`src/dqsf_pkg.sv`:
```
// Shared types and constants for the dual quadrature speed filter.
`timescale 1ns / 1ps

package dqsf_pkg;

	// Fixed field widths
	localparam int SAMP_W   = 16;
	localparam int FILT_W   = 24;
	localparam int DIST_W   = 48;
	localparam int WEIGHT_W = 9;

	localparam logic [WEIGHT_W-1:0] WEIGHT_RESET = 9'd154;

	localparam logic signed [FILT_W-1:0] FILT_MAX_V = 24'sh7FFFFF;
	localparam logic signed [FILT_W-1:0] FILT_MIN_V = 24'sh800000;

	// Item command codes
	localparam logic CMD_EDGE = 1'b0;
	localparam logic CMD_TICK = 1'b1;

	// Pin bit positions
	localparam int PIN_RA = 0;
	localparam int PIN_RB = 1;
	localparam int PIN_LA = 2;
	localparam int PIN_LB = 3;

	typedef struct packed {
		logic       cmd;
		logic [3:0] pin_flags;
		logic [3:0] pin_levels;
	} in_item_t;

	typedef struct packed {
		logic signed [SAMP_W-1:0] left_sampled;
		logic signed [SAMP_W-1:0] right_sampled;
		logic signed [FILT_W-1:0] filtered_average;
		logic signed [DIST_W-1:0] distance_total;
	} out_item_t;

	// Per-lane control from the top level
	typedef struct packed {
		logic step;  // edge item moves this counter
		logic up;    // direction of that move
		logic tick;  // sample tick accepted: latch and clear
		logic adv;   // stage 1 moves into stage 2 (filter update)
	} lane_ctl_t;

endpackage

```
`src/dqsf_lane.sv`:
```
// One wheel lane: saturating quadrature counter, sample latch and EMA filter.
`timescale 1ns / 1ps

module dqsf_lane #(
	parameter int COUNT_BITS       = 16,
	parameter int WEIGHT_FRAC_BITS = 8
) (
	input  logic                                clk,
	input  logic                                arst_n,
	input  dqsf_pkg::lane_ctl_t                 ctl,
	input  logic [dqsf_pkg::WEIGHT_W-1:0]       weight,
	output logic signed [COUNT_BITS-1:0]        raw_s2,
	output logic signed [dqsf_pkg::FILT_W-1:0]  filt_q
);
	import dqsf_pkg::*;

	localparam logic signed [COUNT_BITS-1:0] CMAX = {1'b0, {(COUNT_BITS-1){1'b1}}};
	localparam logic signed [COUNT_BITS-1:0] CMIN = {1'b1, {(COUNT_BITS-1){1'b0}}};

	localparam logic [31:0] ONE = 32'(1) << WEIGHT_FRAC_BITS;
	localparam int WCW = (WEIGHT_FRAC_BITS + 1 < WEIGHT_W) ? WEIGHT_FRAC_BITS + 1 : WEIGHT_W;
	localparam int RSW = COUNT_BITS + WEIGHT_FRAC_BITS;
	localparam int DW  = ((RSW > FILT_W) ? RSW : FILT_W) + 1;
	localparam int PW  = WCW + 1 + DW;
	localparam int SW  = PW + 1;

	logic signed [COUNT_BITS-1:0] count_q;
	logic signed [COUNT_BITS-1:0] raw_s1;

	logic [31:0]           wc32;
	logic [WCW-1:0]        wc;
	logic signed [WCW:0]   wcs;
	logic signed [DW-1:0]  raw_sh;
	logic signed [DW-1:0]  diff;
	logic signed [PW-1:0]  prod;
	logic signed [SW-1:0]  sum;
	logic signed [FILT_W-1:0] filt_new;

	// Counter: saturating step on edges, cleared by a tick
	always_ff @(posedge clk or negedge arst_n) begin
		if (!arst_n) begin
			count_q <= '0;
		end else if (ctl.tick) begin
			count_q <= '0;
		end else if (ctl.step) begin
			if (ctl.up) begin
				count_q <= (count_q == CMAX) ? CMAX : count_q + 1'b1;
			end else begin
				count_q <= (count_q == CMIN) ? CMIN : count_q - 1'b1;
			end
		end
	end

	always_ff @(posedge clk) begin
		if (ctl.tick) begin
			raw_s1 <= count_q;
		end
		if (ctl.adv) begin
			raw_s2 <= raw_s1;
		end
	end

	// new = old + floor(w * (raw*one - old) / one)
	always_comb begin
		wc32     = (32'(weight) > ONE) ? ONE : 32'(weight);
		wc       = wc32[WCW-1:0];
		wcs      = {1'b0, wc};
		raw_sh   = DW'(raw_s1) <<< WEIGHT_FRAC_BITS;
		diff     = raw_sh - DW'(filt_q);
		prod     = PW'(wcs) * PW'(diff);
		sum      = SW'(filt_q) + SW'(prod >>> WEIGHT_FRAC_BITS);
		if (sum > SW'(FILT_MAX_V)) begin
			filt_new = FILT_MAX_V;
		end else if (sum < SW'(FILT_MIN_V)) begin
			filt_new = FILT_MIN_V;
		end else begin
			filt_new = sum[FILT_W-1:0];
		end
	end

	always_ff @(posedge clk or negedge arst_n) begin
		if (!arst_n) begin
			filt_q <= '0;
		end else if (ctl.adv) begin
			filt_q <= filt_new;
		end
	end

endmodule

```
`src/dqsf_merge.sv`:
```
// Merge stage: averages the two filtered values and keeps the distance total.
`timescale 1ns / 1ps

module dqsf_merge (
	input  logic                               clk,
	input  logic                               arst_n,
	input  logic                               adv,
	input  logic signed [dqsf_pkg::SAMP_W-1:0] left_raw,
	input  logic signed [dqsf_pkg::SAMP_W-1:0] right_raw,
	input  logic signed [dqsf_pkg::FILT_W-1:0] left_filt,
	input  logic signed [dqsf_pkg::FILT_W-1:0] right_filt,
	output dqsf_pkg::out_item_t                out_q
);
	import dqsf_pkg::*;

	logic signed [FILT_W:0]   pair_sum;
	logic signed [FILT_W-1:0] avg;
	logic signed [DIST_W-1:0] dist_q;
	logic signed [DIST_W-1:0] dist_next;

	always_comb begin
		pair_sum  = (FILT_W+1)'(left_filt) + (FILT_W+1)'(right_filt);
		avg       = FILT_W'(pair_sum >>> 1);
		dist_next = dist_q + DIST_W'(avg);
	end

	always_ff @(posedge clk or negedge arst_n) begin
		if (!arst_n) begin
			dist_q <= '0;
		end else if (adv) begin
			dist_q <= dist_next;
		end
	end

	always_ff @(posedge clk) begin
		if (adv) begin
			out_q.left_sampled     <= left_raw;
			out_q.right_sampled    <= right_raw;
			out_q.filtered_average <= avg;
			out_q.distance_total   <= dist_next;
		end
	end

endmodule

```
`src/dual_quadrature_speed_filter.sv`:
```
// A tick result passes stage 1, stage 2 and the output register (3-stage pipe).
// Throughput: one item per cycle while not stalled; edge items produce no result and
// never stall downstream. Input stalls only when all three stages hold tick results
// and the output is stalled. Reset (arst_n low, async): counters, filters, distance
// total and valids clear; filter weight returns to 154. No clearing pass.
`timescale 1ns / 1ps

module dual_quadrature_speed_filter #(
	parameter int COUNT_BITS       = 16,
	parameter int WEIGHT_FRAC_BITS = 8
) (
	input  logic                              clk,
	input  logic                              arst_n,
	// configuration
	input  logic                              cfg_wr_en,
	input  logic [dqsf_pkg::WEIGHT_W-1:0]     cfg_wr_data,
	// pin event / tick items
	input  logic                              event_valid,
	output logic                              event_stall,
	input  dqsf_pkg::in_item_t                event_item,
	// result items
	output logic                              result_valid,
	input  logic                              result_stall,
	output dqsf_pkg::out_item_t               result_item
);
	import dqsf_pkg::*;

	// Pipeline:
	//   accept : counters step on edge items; a tick latches both counts
	//            into stage 1 and clears the counters in the same edge.
	//   s1->s2 : both lanes run their EMA update (one multiply each).
	//   s2->out: merge averages the filters and adds into the distance total.
	// Each stage moves when the one after it is empty or moving, so bubbles
	// collapse and items keep coming while a result waits at the output.

	logic [WEIGHT_W-1:0] weight_q;

	logic s1_v_q;
	logic s2_v_q;
	logic res_v_q;

	logic out_free;
	logic s2_adv;
	logic s2_free;
	logic s1_adv;
	logic s1_free;
	logic accept;
	logic tick;
	logic edge_ev;

	lane_ctl_t right_ctl;
	lane_ctl_t left_ctl;

	logic signed [COUNT_BITS-1:0] right_raw_s2;
	logic signed [COUNT_BITS-1:0] left_raw_s2;
	logic signed [FILT_W-1:0]     right_filt_q;
	logic signed [FILT_W-1:0]     left_filt_q;

	// Filter weight register
	always_ff @(posedge clk or negedge arst_n) begin
		if (!arst_n) begin
			weight_q <= WEIGHT_RESET;
		end else if (cfg_wr_en) begin
			weight_q <= cfg_wr_data;
		end
	end

	// Elastic stage control
	always_comb begin
		out_free    = !res_v_q || !result_stall;
		s2_adv      = s2_v_q && out_free;
		s2_free     = !s2_v_q || out_free;
		s1_adv      = s1_v_q && s2_free;
		s1_free     = !s1_v_q || s2_free;
		event_stall = !s1_free;
		accept      = event_valid && s1_free;
		tick        = accept && (event_item.cmd == CMD_TICK);
		edge_ev     = accept && (event_item.cmd == CMD_EDGE);
	end

	always_ff @(posedge clk or negedge arst_n) begin
		if (!arst_n) begin
			s1_v_q  <= 1'b0;
			s2_v_q  <= 1'b0;
			res_v_q <= 1'b0;
		end else begin
			s1_v_q  <= tick || (s1_v_q && !s1_adv);
			s2_v_q  <= s1_adv || (s2_v_q && !s2_adv);
			res_v_q <= s2_adv || (res_v_q && result_stall);
		end
	end

	// Quadrature decode. Pin A is tested first; pin B only when A is not flagged.
	// Right: A edge counts up when B is high; B edge counts up when A is low.
	// Left : A edge counts up when B is low;  B edge counts up when A is high.
	always_comb begin
		right_ctl.tick = tick;
		right_ctl.adv  = s1_adv;
		left_ctl.tick  = tick;
		left_ctl.adv   = s1_adv;

		right_ctl.step = edge_ev &&
			(event_item.pin_flags[PIN_RA] || event_item.pin_flags[PIN_RB]);
		right_ctl.up   = event_item.pin_flags[PIN_RA] ? event_item.pin_levels[PIN_RB]
		                                              : !event_item.pin_levels[PIN_RA];

		left_ctl.step  = edge_ev &&
			(event_item.pin_flags[PIN_LA] || event_item.pin_flags[PIN_LB]);
		left_ctl.up    = event_item.pin_flags[PIN_LA] ? !event_item.pin_levels[PIN_LB]
		                                              : event_item.pin_levels[PIN_LA];
	end

	dqsf_lane #(
		.COUNT_BITS       (COUNT_BITS),
		.WEIGHT_FRAC_BITS (WEIGHT_FRAC_BITS)
	) u_lane_right (
		.clk    (clk),
		.arst_n (arst_n),
		.ctl    (right_ctl),
		.weight (weight_q),
		.raw_s2 (right_raw_s2),
		.filt_q (right_filt_q)
	);

	dqsf_lane #(
		.COUNT_BITS       (COUNT_BITS),
		.WEIGHT_FRAC_BITS (WEIGHT_FRAC_BITS)
	) u_lane_left (
		.clk    (clk),
		.arst_n (arst_n),
		.ctl    (left_ctl),
		.weight (weight_q),
		.raw_s2 (left_raw_s2),
		.filt_q (left_filt_q)
	);

	// filt_q in each lane doubles as stage-2 data: it only changes when
	// stage 2 is empty or handing its value to the merge in the same edge.
	dqsf_merge u_merge (
		.clk        (clk),
		.arst_n     (arst_n),
		.adv        (s2_adv),
		.left_raw   (SAMP_W'(left_raw_s2)),
		.right_raw  (SAMP_W'(right_raw_s2)),
		.left_filt  (left_filt_q),
		.right_filt (right_filt_q),
		.out_q      (result_item)
	);

	assign result_valid = res_v_q;

endmodule

```
`config.mk`:
```
export PLATFORM = sky130hd
export DESIGN_NAME = dual_quadrature_speed_filter
export DESIGN_NICKNAME = d
export VERILOG_FILES = /design/src/dqsf_pkg.sv /design/src/dqsf_lane.sv /design/src/dqsf_merge.sv /design/src/dual_quadrature_speed_filter.sv
export SDC_FILE = /design/constraint.sdc
export NUM_CORES = 2
export LEC_CHECK = 0
export BUFFER_PORTS_ARGS = -buffer_cell sky130_fd_sc_hd__buf_2
export CORE_MARGIN = 8
export CORE_UTILIZATION = 50
export CTS_CLUSTER_DIAMETER = 40
export DETAILED_ROUTE_END_ITERATION = 8
export PLACE_DENSITY = 0.64
export SETUP_SLACK_MARGIN = 0.05
export SYNTH_ARGS = -nofsm -noshare
export SYNTH_HDL_FRONTEND = slang
export SYNTH_SLANG_ARGS = --single-unit
```
`constraint.sdc`:
```
create_clock -name clk -period 12.6 [get_ports clk]
set_clock_uncertainty 0.1 [all_clocks]
set_input_delay 2.52 -clock clk [delete_from_list [all_inputs] [get_ports clk]]
set_output_delay 2.52 -clock clk [all_outputs]
set_load 0.02 [all_outputs]
```
== After elaboration in Yosys (flattened, before gate mapping) ==
Cells that the tools add are included.

* Flip-flop bits (word level): 308
* Latch bits: 0
* Memory bits (writable): 0
* ROM bits: 0
* Bits of input ports: 23
* Output and inout port bits: 106
* Logic and storage cells: 85
* Memories kept: 0

* Add/sub/neg operators: 10
* $mul: 2
* Divide/modulo/power cells: 0
* Magnitude comparators: 5
* Eq/ne operators: 4
* Shift-type cells: 0
* Mux-type cells: 17
* Bitwise gates (word level): 1
* Reduce and logical (&&, ||, !) cells: 29

{| class="wikitable"
|+ Operator list
! cell !! number
|-
| 16-bit two-way mux || 10
|-
| 24-bit two-way mux || 4
|-
| 36-bit by 24-bit > comparator with 1-bit output, second input constant || 2
|-
| 36-bit by 24-bit less-than comparator with 1-bit output, second input constant || 2
|-
| 10-bit by 25-bit multiplier with 35-bit output || 2
|-
| 16-bit == test, second input constant || 4
|-
| 24-bit by 27-bit adder with 28-bit output || 2
|-
| 24-bit by 24-bit subtractor with 25-bit output || 2
|-
| 48-bit by 24-bit adder with 48-bit output || 1
|-
| 16-bit by 1-bit adder with 16-bit output, second input constant || 2
|-
| 16-bit by 1-bit subtractor with 16-bit output, second input constant || 2
|-
| 24-bit by 24-bit adder with 25-bit output || 1
|-
| 1-bit logical AND || 10
|-
| 9-bit > comparator, second input constant || 1
|-
| 1-bit zero test || 9
|-
| 9-bit two-way mux || 1
|-
| 1-bit logical OR || 8
|-
| 2-bit nonzero test || 2
|-
| 1-bit two-way mux || 2
|-
| 1-bit NOT || 1
|}

== Depth between registers and ports, before layout ==
* Depth after elaboration: 9
* Depth in mapped cells: 44
* Gate-level depth less buffers: 42

== Modules after synthesis ==
From an unflattened synthesis, not the netlist that was laid out.

* Cells, all modules: 3850
* Area total of the unflattened synthesis: 35673.0 um^2

{| class="wikitable"
|+ By module, submodules not included
! module !! times used !! cells each !! area an instance (um^2) !! sequential area each (um^2)
|-
| dqsf_lane (u_lane_right) || 1 || 1538 || 13379.1 || 1961.9
|-
| dqsf_lane (u_lane_left) || 1 || 1467 || 12807.3 || 1961.9
|-
| dqsf_merge || 1 || 804 || 8948.6 || 4324.1
|-
| dual_quadrature_speed_filter || 1 || 41 || 538.0 || 305.3
|}

== Worst setup path before layout ==
OpenSTA, ideal clock, no wires.

* Kind: register to register
* Start point: register u_lane_left.filt_q[6] (netlist name)
* End point: register u_lane_left.filt_q[14] (netlist name)
* Library setup time: 0.183 ns
* Arrival: 9.304 ns
* Required time: 12.317 ns
* Path slack: 3.013 ns
* Stages on the path, launching flop included: 43
* Buffers on the path: 2
* Clock period less this slack: 9.587 ns
* Cells stage by stage: dfrtp_1 or4_4 o31ai_1 a21o_1 a21oi_1 o211ai_1 and3_1 or2_1 a21oi_1 xnor2_2 nand2_1 fa_1 inv_1 fa_1 fa_1 fa_1 inv_1 fa_1 [7 not listed] o22ai_1 o31ai_1 a21oi_1 a211oi_1 nor2_1 ha_1 clkbuf_1 a21o_1 a21o_1 a21oi_1 xor2_1 nor3_1 mux2_2 o2bb2ai_1 nor4_2 nor2_1 buf_6 o22ai_1

* Cells in the longest elaborated chain, start to end: 6

{| class="wikitable"
|+ Ends and longest elaborated chain
! item !! RTL line !! source
|-
| start: declaration || dqsf_lane.sv:13 || <nowiki>output logic signed [dqsf_pkg::FILT_W-1:0] filt_q</nowiki>
|-
| start signal: assignment || dqsf_lane.sv:85 || <nowiki>filt_q <= filt_new;</nowiki>
|-
| 24-bit by 24-bit subtractor with 25-bit output || dqsf_lane.sv:69 || <nowiki>diff = raw_sh - DW'(filt_q);</nowiki>
|-
| 10-bit by 25-bit multiplier with 35-bit output || dqsf_lane.sv:70 || <nowiki>prod = PW'(wcs) * PW'(diff);</nowiki>
|-
| 24-bit by 27-bit adder with 28-bit output * || dqsf_lane.sv:71 || <nowiki>sum = SW'(filt_q) + SW'(prod >>> WEIGHT_FRAC_BITS);</nowiki>
|-
| 36-bit by 24-bit less-than comparator with 1-bit output || dqsf_lane.sv:74 || <nowiki>end else if (sum < SW'(FILT_MIN_V)) begin</nowiki>
|-
| 24-bit two-way mux || dqsf_lane.sv:74 ||
|-
| 24-bit two-way mux * || dqsf_lane.sv:72 || <nowiki>if (sum > SW'(FILT_MAX_V)) begin</nowiki>
|}

Every way passes the cells marked *; elsewhere a longest branch is shown, timed or not.
A chain may end at the register's enable or synchronous reset.

== Worst setup path in the final report ==
* Start point: register u_lane_right.filt_q[8] (netlist name)
* End point: register u_lane_right.filt_q[0] (netlist name)

* Cells in the longest elaborated chain, start to end: 6

{| class="wikitable"
|+ Ends and longest elaborated chain
! item !! RTL line
|-
| start: declaration || dqsf_lane.sv:13
|-
| start signal: assignment || dqsf_lane.sv:85
|-
| 24-bit by 24-bit subtractor with 25-bit output || dqsf_lane.sv:69
|-
| 10-bit by 25-bit multiplier with 35-bit output || dqsf_lane.sv:70
|-
| 24-bit by 27-bit adder with 28-bit output * || dqsf_lane.sv:71
|-
| 36-bit by 24-bit less-than comparator with 1-bit output || dqsf_lane.sv:74
|-
| 24-bit two-way mux || dqsf_lane.sv:74
|-
| 24-bit two-way mux * || dqsf_lane.sv:72
|}

Marks and branches as above.

==> flow_metrics.py <==
metrics = {
    "floorplan": {
        "die-width_um": 278,
        "ios": 129,
        "fp.dieH_um": 278,
        "start_util_pct": 50.4,
        "fp.dieArea_sq_mm": 0.0775,
        "core_area_sq_mm": 0.0683,
        "floorplan.rows": 96,
    },
    "drt": {
        "antenna_left": 0,
        "via_count": 26300,
        "drt_iter0_drc": 1670,
        "finalWirelength_mm": 91.1,
        "drc": 0,
        "route.detailed.wl_per_inst_um": 19.4,
        "drt-pass1-iter-count": 5,
        "via_per_inst": 5.60,
    },
    "setup_path": {
        "path_max_fanout": 14,
        "worst_path_largest_cell_delay_ns": 1.04,
        "arrival_ns": 11.92,
        "critical_path.n_buffers_inverters": 4,
        "worst-setup-path-type": "register to register",
        "cp_common_cell": "sky130_fd_sc_hd__a21o_1",
        "worst_setup_path_end_kind": "register",
        "critical_path.top_delay_family": "compound AO/OA/AOI/OAI gates",
        "required_ns": 12.96,
        "critical_path_start_type": "register",
        "worst_path_max_delay_cell": "sky130_fd_sc_hd__nor3_1",
    },
    "clock_network": {
        "htreeDepth": 2,
        "cts-root-to-sink-buffers": 3,
        "insertion_delay_ns": 0.60,
        "postCtsSetupBuffers": 0,
        "tritoncts": "yes",
        "cts_made_buffers": 52,
        "ctsRootBufferMaster": "sky130_fd_sc_hd__clkbuf_16",
        "post_cts_resize_count": 0,
        "ctsHoldBuffers": 0,
        "clkSlewWorstSetupHoldPaths_ns": 0.05,
        "tritoncts_num_sinks": 308,
    },
    "logic_synthesis": {
        "synth_top_area_cell": "sky130_fd_sc_hd__fa_1",
        "synth_compound_area_share_pct": 12.9,
        "muxShareOfSynthArea_pct": 1.46,
        "cell_area_after_synthesis_sq_mm": 0.0344,
        "netlist.area_leader.share_pct": 21.6,
        "netlist_instances": 3656,
        "synthMostInstantiatedCell": "sky130_fd_sc_hd__inv_1",
        "yosys_most_used_dff": "sky130_fd_sc_hd__edfxtp_1",
        "synth_fp_nets": 4365,
        "synthArstFlopShare_pct": 45.5,
        "synth_seq_cells": 308,
        "post_synth_num_cell_types": 87,
        "synth-xor-area-share_pct": 6.05,
        "synth.cells.most_frequent": "sky130_fd_sc_hd__inv_1 (505), sky130_fd_sc_hd__nand2_1 (420), sky130_fd_sc_hd__fa_1 (372)",
        "number_of_enable_flip_flop_cells_after_synthesis": 168,
        "syn_avg_cell_area_sq_um": 9.41,
        "yosys.area_share.adder_pct": 33.0,
        "yosys_warnings": 0,
        "seq_area_frac_synth_pct": 24.8,
        "netlist_top_cells_area": "sky130_fd_sc_hd__fa_1 (22%), sky130_fd_sc_hd__edfxtp_1 (15%), sky130_fd_sc_hd__ha_1 (11%)",
        "simple_gate_fraction_of_synth_area_pct": 15.0,
        "synth_top_family_by_area": "adder cells",
    },
    "worst_hold_path": {
        "min_path_type": "register to register",
    },
    "placement": {
        "io_buffers": 128,
        "hpwlAfterDp_mm": 72.5,
        "globalplace.congestion": 0.929,
    },
    "global_route": {
        "gr-usage-met1_pct": 31.6,
        "global_route.peak_usage_layer": "met2",
        "grt.overflow.total": 0,
        "grt_max_degree": 88,
        "first_pass_grt_wire_length_mm": 147,
        "grt_use_total_pct": 23.6,
        "grt_antenna_before_repair": 1,
        "global_route_met2_utilization_pct": 40.0,
        "first_global_vias": 26500,
        "grt_use_met3_pct": 2.92,
    },
    "layout": {
        "area.growth.synth_to_final_pct": 9.98,
        "antenna_cells": 0,
        "regArea_sq_mm": 0.00855,
        "multi_input_gate_area_in_the_final_layout_sq_mm": 0.0236,
        "layout-drive-gt1-share_pct": 8.92,
        "fin_nets": 4476,
        "n_fill_cell": 6210,
    },
    "timing": {
        "finalWorstPathRequiredPeriod_ns": 11.55,
        "worst_pin_slew_ns": 1.35,
        "fin_crit_sh_pct": 91.7,
        "timing_hold_violations_final": 0,
        "fmax_mhz": 86.6,
        "setup_total_neg_slack_ns": 0,
        "final-setup-viol-count": 0,
        "rsz0062_at_grt": "no",
        "final-max-slew-violation-count": 0,
        "timing.max_slew.rel_slack_pct": 9.18,
    },
    "flow_run": {
        "drv_cap": 0,
    },
    "outcome": {
        "status": "finished clean",
    },
}
-- cells by family after synthesis --
kind of cell    Yosys count
simple gates           1096
fa+ha+maj               686
compound gates          679
buf+inv                 609
flops                   308
xor+xnor                233
mux                      45
-- flip-flops by register name, indices dropped and copies added, names as in the netlist --
signal                flops
s2_v_q                    1
u_merge.dist_q           48
u_lane_right.raw_s1      16
u_merge.out_q           104
u_lane_right.filt_q      24
u_lane_left.filt_q       24
u_lane_right.raw_s2      16
result_valid              1
u_lane_left.count_q      16
u_lane_left.raw_s2       16
u_lane_right.count_q     16
s1_v_q                    1
u_lane_left.raw_s1       16
weight_q                  9
-- worst paths after layout --
kind	to	slack [ns]	from	cells past startpoint
min in group asynchronous	u_lane_left.count_q[8]	1.75	arst_n	1
setup reg to reg	u_lane_right.filt_q[0]	1.05	u_lane_right.filt_q[8]	40
hold / removal	u_merge.out_q[84]	0.32	u_lane_right.raw_s2[12]	0
setup / recovery	u_lane_right.filt_q[0]	1.05	u_lane_right.filt_q[8]	40
hold reg to reg	u_merge.out_q[84]	0.32	u_lane_right.raw_s2[12]	0
max in group asynchronous	u_merge.dist_q[10]	8.73	arst_n	3
-- area by class of cell --
cell class,instances,share of cell area (%)
clock buffers,60,3.57
repair buffers,159,2.32
clock inverters,37,1.23
well taps,882,2.92
inverters,507,5.04
multi-input cells,2739,62.3
flip-flops and latches,308,22.6
-- per-layer routing --
layer,up-vias,share of wire [%]
li1,12500,-
met1,13000,44
met2,665,49
met3,144,4.7
met4,2,2.8
met5,-,0.014
-- metrics by stage --
| step | hold slack (ns) | cell area (sq um) | util [%] | std cells | worst slack (ns) |
|---|---|---|---|---|---|
| 2_1_floorplan | 0.300 | 34400 | - | 3656 | 3.01 |
| 6_report | 0.316 | 37900 | 55.4 | 4692 | 1.05 |
| 3_5_place_dp | 0.305 | 36000 | 52.7 | 4595 | 1.23 |
| 5_1_grt | 0.322 | 37900 | 55.4 | 4692 | 0.355 |
| 4_1_cts | 0.318 | 37900 | 55.4 | 4692 | 1.19 |
| 3_3_place_gp | 0.302 | 36000 | 52.7 | 4595 | 1.27 |
-- cell usage in the layout (no fill, tap or decap), drive strengths merged, types with 18 or more instances in the layout --
master / Yosys / layout
mux2: 43 / 43
a211oi: 37 / 37
dfrtp: 136 / 136
o22ai: 28 / 28
a31oi: 28 / 28
a21oi: 187 / 187
ha: 314 / 314
xnor2: 161 / 161
nand4: 18 / 18
o21bai: 21 / 21
fa: 372 / 372
and2: 120 / 120
o21ai: 126 / 126
nand2b: 31 / 31
nand2: 420 / 420
xor2: 70 / 70
nor2b: 41 / 41
nor3: 69 / 69
nor2: 249 / 249
nand3: 45 / 45
o21a: 34 / 34
and3: 30 / 30
clkbuf: 89 / 60
edfxtp: 168 / 168
inv: 505 / 513
buf: 13 / 159
a21o: 86 / 86
Power is not shown: default switching activity piles up to over one toggle a cycle in this logic, so the estimate is an artifact.
